## src/hw/rtl/pbf_pkg.sv

```systemverilog
// ----------------------------------------------------------------------------
// pbf_pkg
// Shared types and codes for the byte pipe: operation and status codes,
// transaction payloads and controller commands.
// ----------------------------------------------------------------------------
`default_nettype none

package pbf_pkg;

  typedef enum logic [2:0] {
    OpWrite    = 3'd0,
    OpRead     = 3'd1,
    OpDupRead  = 3'd2,
    OpDupWrite = 3'd3,
    OpClsRead  = 3'd4,
    OpClsWrite = 3'd5
  } op_e;

  typedef enum logic [2:0] {
    StOk       = 3'd0,
    StEof      = 3'd1,
    StBroken   = 3'd2,
    StBlock    = 3'd3,
    StClosed   = 3'd4,
    StOverflow = 3'd5
  } status_e;

  typedef enum logic {
    StateIdle = 1'b0,
    StateExec = 1'b1
  } state_e;

  localparam int unsigned FillW = 10;

  typedef struct packed {
    logic [2:0] op;
    logic [7:0] write_byte;
  } in_t;

  typedef struct packed {
    logic [2:0]       status;
    logic [7:0]       read_byte;
    logic [FillW-1:0] fill_level;
    logic             pipe_dead;
  } out_t;

  // Controller to datapath commands
  typedef struct packed {
    logic load;  // latch item, read store at read position
    logic exec;  // apply operation, register result
  } cmd_t;

endpackage

`default_nettype wire

```

## src/hw/rtl/pbf_ctrl.sv

```systemverilog
// ----------------------------------------------------------------------------
// pbf_ctrl
// Two-state sequencer: takes a transaction, runs the execute state, then
// strobes the result for one cycle.
// ----------------------------------------------------------------------------
`default_nettype none

module pbf_ctrl (
  input  wire logic          clk_i,
  input  wire logic          rst_ni,
  input  wire logic          start_i,
  output pbf_pkg::cmd_t      cmd_o,
  output logic               busy_o,
  output logic               done_o
);

  pbf_pkg::state_e state_q, state_d;
  logic            done_q, done_d;

  always_ff @(posedge clk_i or negedge rst_ni) begin
    if (!rst_ni) begin
      state_q <= pbf_pkg::StateIdle;
      done_q  <= 1'b0;
    end else begin
      state_q <= state_d;
      done_q  <= done_d;
    end
  end

  always_comb begin
    state_d    = state_q;
    done_d     = 1'b0;
    cmd_o.load = 1'b0;
    cmd_o.exec = 1'b0;
    busy_o     = 1'b0;
    unique case (state_q)
      pbf_pkg::StateIdle: begin
        if (start_i) begin
          cmd_o.load = 1'b1;
          state_d    = pbf_pkg::StateExec;
        end
      end
      pbf_pkg::StateExec: begin
        busy_o     = 1'b1;
        cmd_o.exec = 1'b1;
        done_d     = 1'b1;
        state_d    = pbf_pkg::StateIdle;
      end
      default: state_d = pbf_pkg::StateIdle;
    endcase
  end

  assign done_o = done_q;

  a_load_to_exec: assert property (@(posedge clk_i) disable iff (!rst_ni)
    cmd_o.load |=> (state_q == pbf_pkg::StateExec))
    else $error("load not followed by execute");

  a_exec_to_done: assert property (@(posedge clk_i) disable iff (!rst_ni)
    cmd_o.exec |=> (done_q && state_q == pbf_pkg::StateIdle))
    else $error("execute not followed by result strobe");

  a_cmd_excl: assert property (@(posedge clk_i) disable iff (!rst_ni)
    !(cmd_o.load && cmd_o.exec))
    else $error("load and execute together");

endmodule

`default_nettype wire

```

## src/hw/rtl/pbf_datapath.sv

```systemverilog
// ----------------------------------------------------------------------------
// pbf_datapath
// Ring store, positions, fill count and end reference counts; applies one
// operation per execute command and registers the result.
// ----------------------------------------------------------------------------
`default_nettype none

module pbf_datapath #(
  parameter int unsigned PIPE_DEPTH = 512,
  parameter int unsigned MAX_REFS   = 15
) (
  input  wire logic          clk_i,
  input  wire logic          rst_ni,
  input  wire pbf_pkg::cmd_t cmd_i,
  input  wire pbf_pkg::in_t  in_i,
  output pbf_pkg::out_t      out_o
);

  localparam int unsigned PtrW = $clog2(PIPE_DEPTH);
  localparam int unsigned CntW = $clog2(PIPE_DEPTH + 1);
  localparam int unsigned RefW = $clog2(MAX_REFS + 1);
  localparam logic [PtrW-1:0] LastPos = PtrW'(PIPE_DEPTH - 1);
  localparam logic [CntW-1:0] FullCnt = CntW'(PIPE_DEPTH);
  localparam logic [RefW-1:0] RefMax  = RefW'(MAX_REFS);
  localparam logic [RefW-1:0] RefOne  = RefW'(1);

  logic [7:0]      mem_q [PIPE_DEPTH];
  logic [7:0]      rdata_q;
  pbf_pkg::in_t    item_q;
  pbf_pkg::out_t   out_q, out_d;

  logic [PtrW-1:0] wpos_q, wpos_d, rpos_q, rpos_d;
  logic [CntW-1:0] cnt_q, cnt_d;
  logic [RefW-1:0] rrefs_q, rrefs_d, wrefs_q, wrefs_d;
  logic            mem_we;
  pbf_pkg::status_e st;
  logic [7:0]      rbyte;
  logic [CntW+pbf_pkg::FillW-1:0] cnt_ext;

  always_ff @(posedge clk_i) begin
    if (mem_we) begin
      mem_q[wpos_q] <= item_q.write_byte;
    end
    if (cmd_i.load) begin
      rdata_q <= mem_q[rpos_q];
      item_q  <= in_i;
    end
    if (cmd_i.exec) begin
      out_q <= out_d;
    end
  end

  always_ff @(posedge clk_i or negedge rst_ni) begin
    if (!rst_ni) begin
      wpos_q  <= '0;
      rpos_q  <= '0;
      cnt_q   <= '0;
      rrefs_q <= RefOne;
      wrefs_q <= RefOne;
    end else begin
      wpos_q  <= wpos_d;
      rpos_q  <= rpos_d;
      cnt_q   <= cnt_d;
      rrefs_q <= rrefs_d;
      wrefs_q <= wrefs_d;
    end
  end

  always_comb begin
    wpos_d  = wpos_q;
    rpos_d  = rpos_q;
    cnt_d   = cnt_q;
    rrefs_d = rrefs_q;
    wrefs_d = wrefs_q;
    mem_we  = 1'b0;
    st      = pbf_pkg::StOk;
    rbyte   = 8'd0;
    if (cmd_i.exec) begin
      unique case (item_q.op)
        pbf_pkg::OpWrite: begin
          priority if (wrefs_q == '0) begin
            st = pbf_pkg::StClosed;
          end else if (cnt_q >= FullCnt) begin
            st = (rrefs_q == '0) ? pbf_pkg::StBroken : pbf_pkg::StBlock;
          end else begin
            mem_we = 1'b1;
            wpos_d = (wpos_q == LastPos) ? '0 : wpos_q + PtrW'(1);
            cnt_d  = cnt_q + CntW'(1);
          end
        end
        pbf_pkg::OpRead: begin
          priority if (rrefs_q == '0) begin
            st = pbf_pkg::StClosed;
          end else if (cnt_q == '0) begin
            st = (wrefs_q == '0) ? pbf_pkg::StEof : pbf_pkg::StBlock;
          end else begin
            rbyte  = rdata_q;
            rpos_d = (rpos_q == LastPos) ? '0 : rpos_q + PtrW'(1);
            cnt_d  = cnt_q - CntW'(1);
          end
        end
        pbf_pkg::OpDupRead: begin
          priority if (rrefs_q == '0) st = pbf_pkg::StClosed;
          else if (rrefs_q >= RefMax) st = pbf_pkg::StOverflow;
          else rrefs_d = rrefs_q + RefW'(1);
        end
        pbf_pkg::OpDupWrite: begin
          priority if (wrefs_q == '0) st = pbf_pkg::StClosed;
          else if (wrefs_q >= RefMax) st = pbf_pkg::StOverflow;
          else wrefs_d = wrefs_q + RefW'(1);
        end
        pbf_pkg::OpClsRead: begin
          if (rrefs_q == '0) st = pbf_pkg::StClosed;
          else rrefs_d = rrefs_q - RefW'(1);
        end
        pbf_pkg::OpClsWrite: begin
          if (wrefs_q == '0) st = pbf_pkg::StClosed;
          else wrefs_d = wrefs_q - RefW'(1);
        end
        default: ;  // unused codes: no change
      endcase
    end
    cnt_ext          = {{pbf_pkg::FillW{1'b0}}, cnt_d};
    out_d.status     = st;
    out_d.read_byte  = rbyte;
    out_d.fill_level = cnt_ext[pbf_pkg::FillW-1:0];
    out_d.pipe_dead  = (rrefs_d == '0) && (wrefs_d == '0);
  end

  assign out_o = out_q;

  a_cnt_range: assert property (@(posedge clk_i) disable iff (!rst_ni)
    cnt_q <= FullCnt)
    else $error("fill count above depth");

  a_refs_range: assert property (@(posedge clk_i) disable iff (!rst_ni)
    (rrefs_q <= RefMax) && (wrefs_q <= RefMax))
    else $error("reference count above maximum");

  a_state_hold: assert property (@(posedge clk_i) disable iff (!rst_ni)
    !cmd_i.exec |=> $stable(cnt_q) && $stable(rrefs_q) && $stable(wrefs_q))
    else $error("state changed outside execute");

endmodule

`default_nettype wire

```

## src/hw/rtl/pipe_byte_fifo_with_end_refcounts_core.sv

```systemverilog
// ----------------------------------------------------------------------------
// pipe_byte_fifo_with_end_refcounts_core
// Byte pipe: ring FIFO with read-end and write-end reference counts.
// ----------------------------------------------------------------------------
// Result: a transaction's result is strobed on done_o in the cycle after
//   its execute cycle.
// Issue: store read, then execute; start_i is ignored during execute.
// The receiver cannot stall; each result is strobed for exactly one cycle.
// Reset: positions and fill count clear, both reference counts go to one;
//   the byte store is not cleared.
`default_nettype none

module pipe_byte_fifo_with_end_refcounts_core #(
  parameter int unsigned PIPE_DEPTH = 512,
  parameter int unsigned MAX_REFS   = 15
) (
  input  wire logic         clk_i,
  input  wire logic         rst_ni,
  input  wire logic         start_i,
  input  wire pbf_pkg::in_t in_i,
  output logic              busy_o,
  output logic              done_o,
  output pbf_pkg::out_t     out_o
);

  pbf_pkg::cmd_t cmd;

  pbf_ctrl u_ctrl (
    .clk_i   (clk_i),
    .rst_ni  (rst_ni),
    .start_i (start_i),
    .cmd_o   (cmd),
    .busy_o  (busy_o),
    .done_o  (done_o)
  );

  pbf_datapath #(
    .PIPE_DEPTH (PIPE_DEPTH),
    .MAX_REFS   (MAX_REFS)
  ) u_datapath (
    .clk_i  (clk_i),
    .rst_ni (rst_ni),
    .cmd_i  (cmd),
    .in_i   (in_i),
    .out_o  (out_o)
  );

endmodule

`default_nettype wire
```

## config.mk

```make
export PLATFORM = sky130hd
export DESIGN_NAME = pipe_byte_fifo_with_end_refcounts_core
export DESIGN_NICKNAME = d
export VERILOG_FILES = /design/src/hw/rtl/pbf_pkg.sv /design/src/hw/rtl/pbf_ctrl.sv /design/src/hw/rtl/pbf_datapath.sv /design/src/hw/rtl/pipe_byte_fifo_with_end_refcounts_core.sv
export SDC_FILE = /design/constraint.sdc
export NUM_CORES = 2
export LEC_CHECK = 0
export BUFFER_PORTS_ARGS = -buffer_cell sky130_fd_sc_hd__clkbuf_2
export CORE_AREA = 2 2 534 536
export CTS_CLUSTER_DIAMETER = 80
export CTS_CLUSTER_SIZE = 16
export DETAILED_ROUTE_END_ITERATION = 7
export DIE_AREA = 0 0 536 538
export HOLD_SLACK_MARGIN = 0.06
export PLACE_DENSITY = 0.8
export SYNTH_ARGS = -nofsm -noshare
export SYNTH_HDL_FRONTEND = slang
export SYNTH_SLANG_ARGS = --single-unit
```

## constraint.sdc

```tcl
create_clock -name clk_i -period 8.75 [get_ports clk_i]
set_clock_uncertainty 0.15 [all_clocks]
set_input_delay 0.4375 -clock clk_i [delete_from_list [all_inputs] [get_ports clk_i]]
set_output_delay 0.4375 -clock clk_i [all_outputs]
set_load 0.02 [all_outputs]
```

== After elaboration in Yosys (flattened, before gate mapping) ==
Memories as Yosys holds them, arrays and structs flattened. A register that Yosys moved wholly into a read port is not among the register bits.
Cells that the tools add are included.
Word-level totals
  register bits after elaboration: 71
  bits in writable memories: 4096
  input bits: 14
  output and inout bits: 24
  word-level logic and storage cells: 89
  memories: 1
Operators by class
  add/subtract/negate cells: 8
  $lt $le $gt $ge: 3
  equality and inequality tests: 7
  multiplexer cells: 41
  bitwise operators: 6
  reduce and logical (&&, ||, !) cells: 10
Memories
  u_datapath.mem_q: words 512, bits a word 8, read ports 1, clocked after memory_dff 1, write ports 1, line pbf_datapath.sv:27  | logic [7:0] mem_q [PIPE_DEPTH];
Operator list (count)
  two-way mux 10 bit: 5
  two-way mux 4 bit: 8
  two-way mux 3 bit: 10
  case mux 10 bit (2 select lines): 1
  adder 9 x 1 -> 9 bit, second input constant: 2
  == test 9 bit, second input constant: 2
  two-way mux 9 bit: 2
  case mux 3 bit (6 select lines): 1
  zero test 4 bit: 4
  case mux 4 bit (2 select lines): 2
  adder 10 x 1 -> 10 bit, second input constant: 1
  greater-or-equal comparator 10 bit, second input constant: 1
  zero test 10 bit: 1
  two-way mux 1 bit: 10
  subtractor 10 x 1 -> 10 bit, second input constant: 1
  adder 4 x 1 -> 4 bit, second input constant: 2
  greater-or-equal comparator 4 bit, second input constant: 2
  AND reduction 4 bit: 2
  subtractor 4 x 1 -> 4 bit, second input constant: 2
  == test 3 x 2 -> 1 bit, second input constant: 2
  == test 3 bit, second input constant: 2
  inverter 1 bit: 6
  == test 3 x 1 -> 1 bit, second input constant: 1
  zero test 3 bit: 1
  4 further kinds: 4

== Logic depth before layout (Yosys ltp) ==
  word-level depth: 7
  gate-level depth with buffers: 14
  depth with buffers taken out: 9

== By module ==
From an unflattened synthesis, not the netlist that was laid out.
Unflattened totals
  cells, all modules: 7760
  area, all modules: 163274.1 um^2
Modules (own cells, without submodules)
  pbf_datapath: instances 1, cells each 7755, area an instance 163195.3 um^2, seq. area each 125132.5 um^2
  pbf_ctrl: instances 1, cells each 5, area an instance 78.8 um^2, seq. area each 50.0 um^2

== Least setup slack after synthesis ==
Ideal clock, no wire load.
  kind: reg2reg
  start: register u_datapath.item_q[0] (netlist bit)
  end: memory u_datapath.mem_q[0][0] (data pin)
  setup time: 1.435 ns
  arrival time: 6.158 ns
  data required time: 7.165 ns
  setup slack: 1.007 ns
  cell stages (with the launch flop): 1
  buffers on the path: 0
  period minus slack after synthesis: 7.743 ns
  path through: edfxtp_1
RTL lines
  start: declaration: line pbf_datapath.sv:29  | pbf_pkg::in_t item_q;
  start signal: assignment: line pbf_datapath.sv:46  | item_q <= in_i;
  end: declaration: line pbf_datapath.sv:27
Straight into the memory's write port.

==> summary.md <==
| Metric | Value |
|---|---|
| Fillers | `~18,000` |
| Post-route minimum period | `5540 ps` |
| Commonest non-fill, non-tap cell in the layout | `edfxtp_1` |
| Clk buf depth | `4` |
| First-pass GRT wire length | `617,000 um` |
| Max H-tree Level | `5` |
| Vias/cell | `7.19` |
| Post-CTS Setup Repair Bufs | `0` |
| First drt pass iteration count | `7` |
| Commonest non-fill, non-tap cells in the layout | `4,137 x edfxtp_1, 813 x mux2i_1, 664 x nor2_1, 545 x mux4_2, 313 x clkbuf_16` |
| Synth area leaders | `edfxtp_1 75%, mux4_2 7.4%, mux2i_1 4.9%, nor2_1 1.5%, mux4_1 1.3%` |
| Core ar. | `283,000 um^2` |
| Ys flop type | `edfxtp_1` |
| Fmax | `180 MHz` |
| CTS clk-pin slew, worst paths | `70 ps` |
| Post-synthesis instance area | `166,000 um^2` |
| Share of the synthesized area in the top cell type | `about three quarters` |
| Initial antenna violation count | `25` |
| Least-Margin Pin Slew | `1350 ps` |
| Clk_lat worst skew | `930 ps` |
| CP Class | `flop to flop` |
| Tcrit/Tclk final | `63.4%` |
| Initial Util | `58.5%` |
| # hold bufs at CTS | `14` |
| DRC violations left | `0` |
| WL final | `432,000 um` |
| RSZ-0062 raised after global routing | `false` |
| CP endpoint kind | `flop` |
| Sequential-to-total area share from yosys stat | `roughly three quarters` |
| Pleak | `51.2 nW` |
| Ys Warns | `0` |
| HPWL Detailed | `251,000 um` |
| I/O Buffers | `37` |
| Peak supply drop | `between 0.15 and 0.2 mV` |
| Routed wire per std cell | `34.7 um` |
| Worst Path Max Fanout | `66` |
| Yosys cell types | `93` |
| Status | `finished clean` |
| Cells after Synth | `about 8,600` |
| Worst path required time | `9260 ps` |
| CTS tree | `done` |
| Die W | `around 540 um` |
| Final #Nets | `8,616` |
| Initial DRC Count | `15,500` |
| Gr ovfl total | `0` |
| Via count | `89,400` |
| TritonCTS Buffers | `305` |
| Final Hold Violating Endpoints | `0` |
| Setup_tns | `0 ps` |
| Mapped Nets | `8,653` |
| Clock sink count | `4,175` |
| Slew headroom | `10.1%` |
| Syn avg cell area | `19.2 um^2` |
| Share of cells above drive strength 1 | `13.7%` |
| Ys async rst share | `0.910%` |
| Root Buffer | `clkbuf_16` |
| Startpoint types | `flop` |
| Largest net degree at the start of global routing | `237` |
| Number of global-route vias before repair | `87,000` |
| Area growth, synth to finish | `6.81%` |
| GR Util All Layers | `29.6%` |
| Setup violators final | `0` |
| CP Data Arrival Time | `6060 ps` |
| Full die area | `between 200,000 and 300,000 um^2` |
| HP Class | `input pin to flop` |
| Site Rows | `196` |
| Die Height | `~540 um` |
| #FFs+latches synth | `4,175` |
| Placer Congestion | `between 0.9 and 1` |
| Fin. max-slew vios | `0` |
| Number of flops mapped to enable cells by yosys | `slightly above 4,000` |
| Max_cap viols | `0` |
| Finished Core Util | `around 63%` |
| Power Dens Cells | `199 nW/um^2` |
| Post-CTS Resized | `0` |
| Leading area contributor after synthesis | `edfxtp_1` |
| DRT antenna net count | `0` |
| IO Pins | `38` |
[per-layer routing]
| metal | routed length, um | track usage (%) | up-vias |
|---|---|---|---|
| met1 | 148000 | 40.2 | 45400 |
| met5 | 174 | 0 | - |
| met2 | 199000 | 45.5 | 7580 |
| met4 | 23800 | 13.8 | 24 |
| li1 | - | - | 35200 |
| met3 | 60300 | 7.84 | 1270 |
[state kept, by name (all words and copies together) (netlist names)]
name                count
u_datapath.rpos_q       9
u_datapath.rrefs_q      4
u_datapath.mem_q     4096
u_ctrl.done_o           1
u_datapath.out_o       22
u_ctrl.state_q          1
u_datapath.rdata_q      8
u_datapath.wpos_q       9
u_datapath.cnt_q       10
u_datapath.item_q      11
u_datapath.wrefs_q      4
[through the flow]
stage | setup WS (ps) | hold slack, ps | std cells | cell area (um^2) | power [mW]
6_report | 3210 | 112 | 12400 | 177000 | 35.3
5_1_grt | 3290 | 113 | 12400 | 177000 | 36.0
4_1_cts | 3350 | 74.5 | 12400 | 177000 | 35.3
3_5_place_dp | 3450 | 354 | 12000 | 169000 | 22.8
3_3_place_gp | 3160 | 361 | 12000 | 169000 | 22.8
2_1_floorplan | 1010 | -8.09 | 8626 | 166000 | 22.7
[where the power goes]
group | leakage [nW] | switching [mW] | internal, mW | total [mW]
clock network | 4.01 | 6.48 | 6.44 | 12.9
registers | 37.7 | 0.0122 | 22.0 | 22.0
logic | 9.49 | 0.358 | 0.0348 | 0.393
[synthesized netlist by cell type, drive strengths merged, types with 16 or more instances]
master   instances
mux2            38
buf            300
nor3b           16
and2            38
a211oi          55
nand2          214
o221ai         249
and3            21
nor2           665
a21oi          180
a22oi           19
o21ai          149
o211ai          21
mux2i          813
edfxtp        4137
a31oi           37
a2111oi         20
clkbuf         261
nand3           81
inv             17
o31ai           18
mux4           628
nor3            98
o22ai          210
nand4           28
nor4            49
dfrtp           36
nor2b           16
[worst paths after layout]
kind	start	cells after the start	end	slack (ps)
setup / recovery	u_datapath.rpos_q[0]$_DFFE_PN0P_	7	u_datapath.rdata_q[2]$_DFFE_PP_	3210
hold / removal	in_i[1]	2	u_datapath.item_q[1]$_DFFE_PP_	110
setup reg to reg	u_datapath.rpos_q[0]$_DFFE_PN0P_	7	u_datapath.rdata_q[2]$_DFFE_PP_	3210
hold reg to reg	u_datapath.item_q[3]$_DFFE_PP_	0	u_datapath.mem_q[332][3]$_DFFE_PP_	370
max in group asynchronous	rst_ni	4	u_datapath.rpos_q[0]$_DFFE_PN0P_	7410
min in group asynchronous	rst_ni	4	u_datapath.rpos_q[1]$_DFFE_PN0P_	550
[area by class of cell]
type                       instances  area, um^2  share of cell area [%]
antenna                           23        57.6                  0.0325
multi-input combinational       3872       36800                    20.8
inverter                          17        78.8                  0.0445
tap                             3762        4710                    2.66
sequential                      4175      125000                    70.7
timing repair buffer             218        1960                    1.11
clock buffer                     343        7950                    4.49
clock inverter                    22         256                   0.145
[cells by family after synthesis]
family          synth area share (%)
xor+xnor                      0.0528
compound gates                  4.46
mux                             13.9
flops                           75.5
fa+ha+maj                     0.0981
buf+inv                         2.44
simple gates                    3.54
[worst max-delay path, stage by stage, from the launching register on]
cell	delay (ps)
dfrtp_4	1010
buf_12	450
buf_4	560
mux4_2	600
mux4_2	560
a211oi_1	1020
nor3_1	440
and4b_1	330
(Power assumes the default switching activity.)
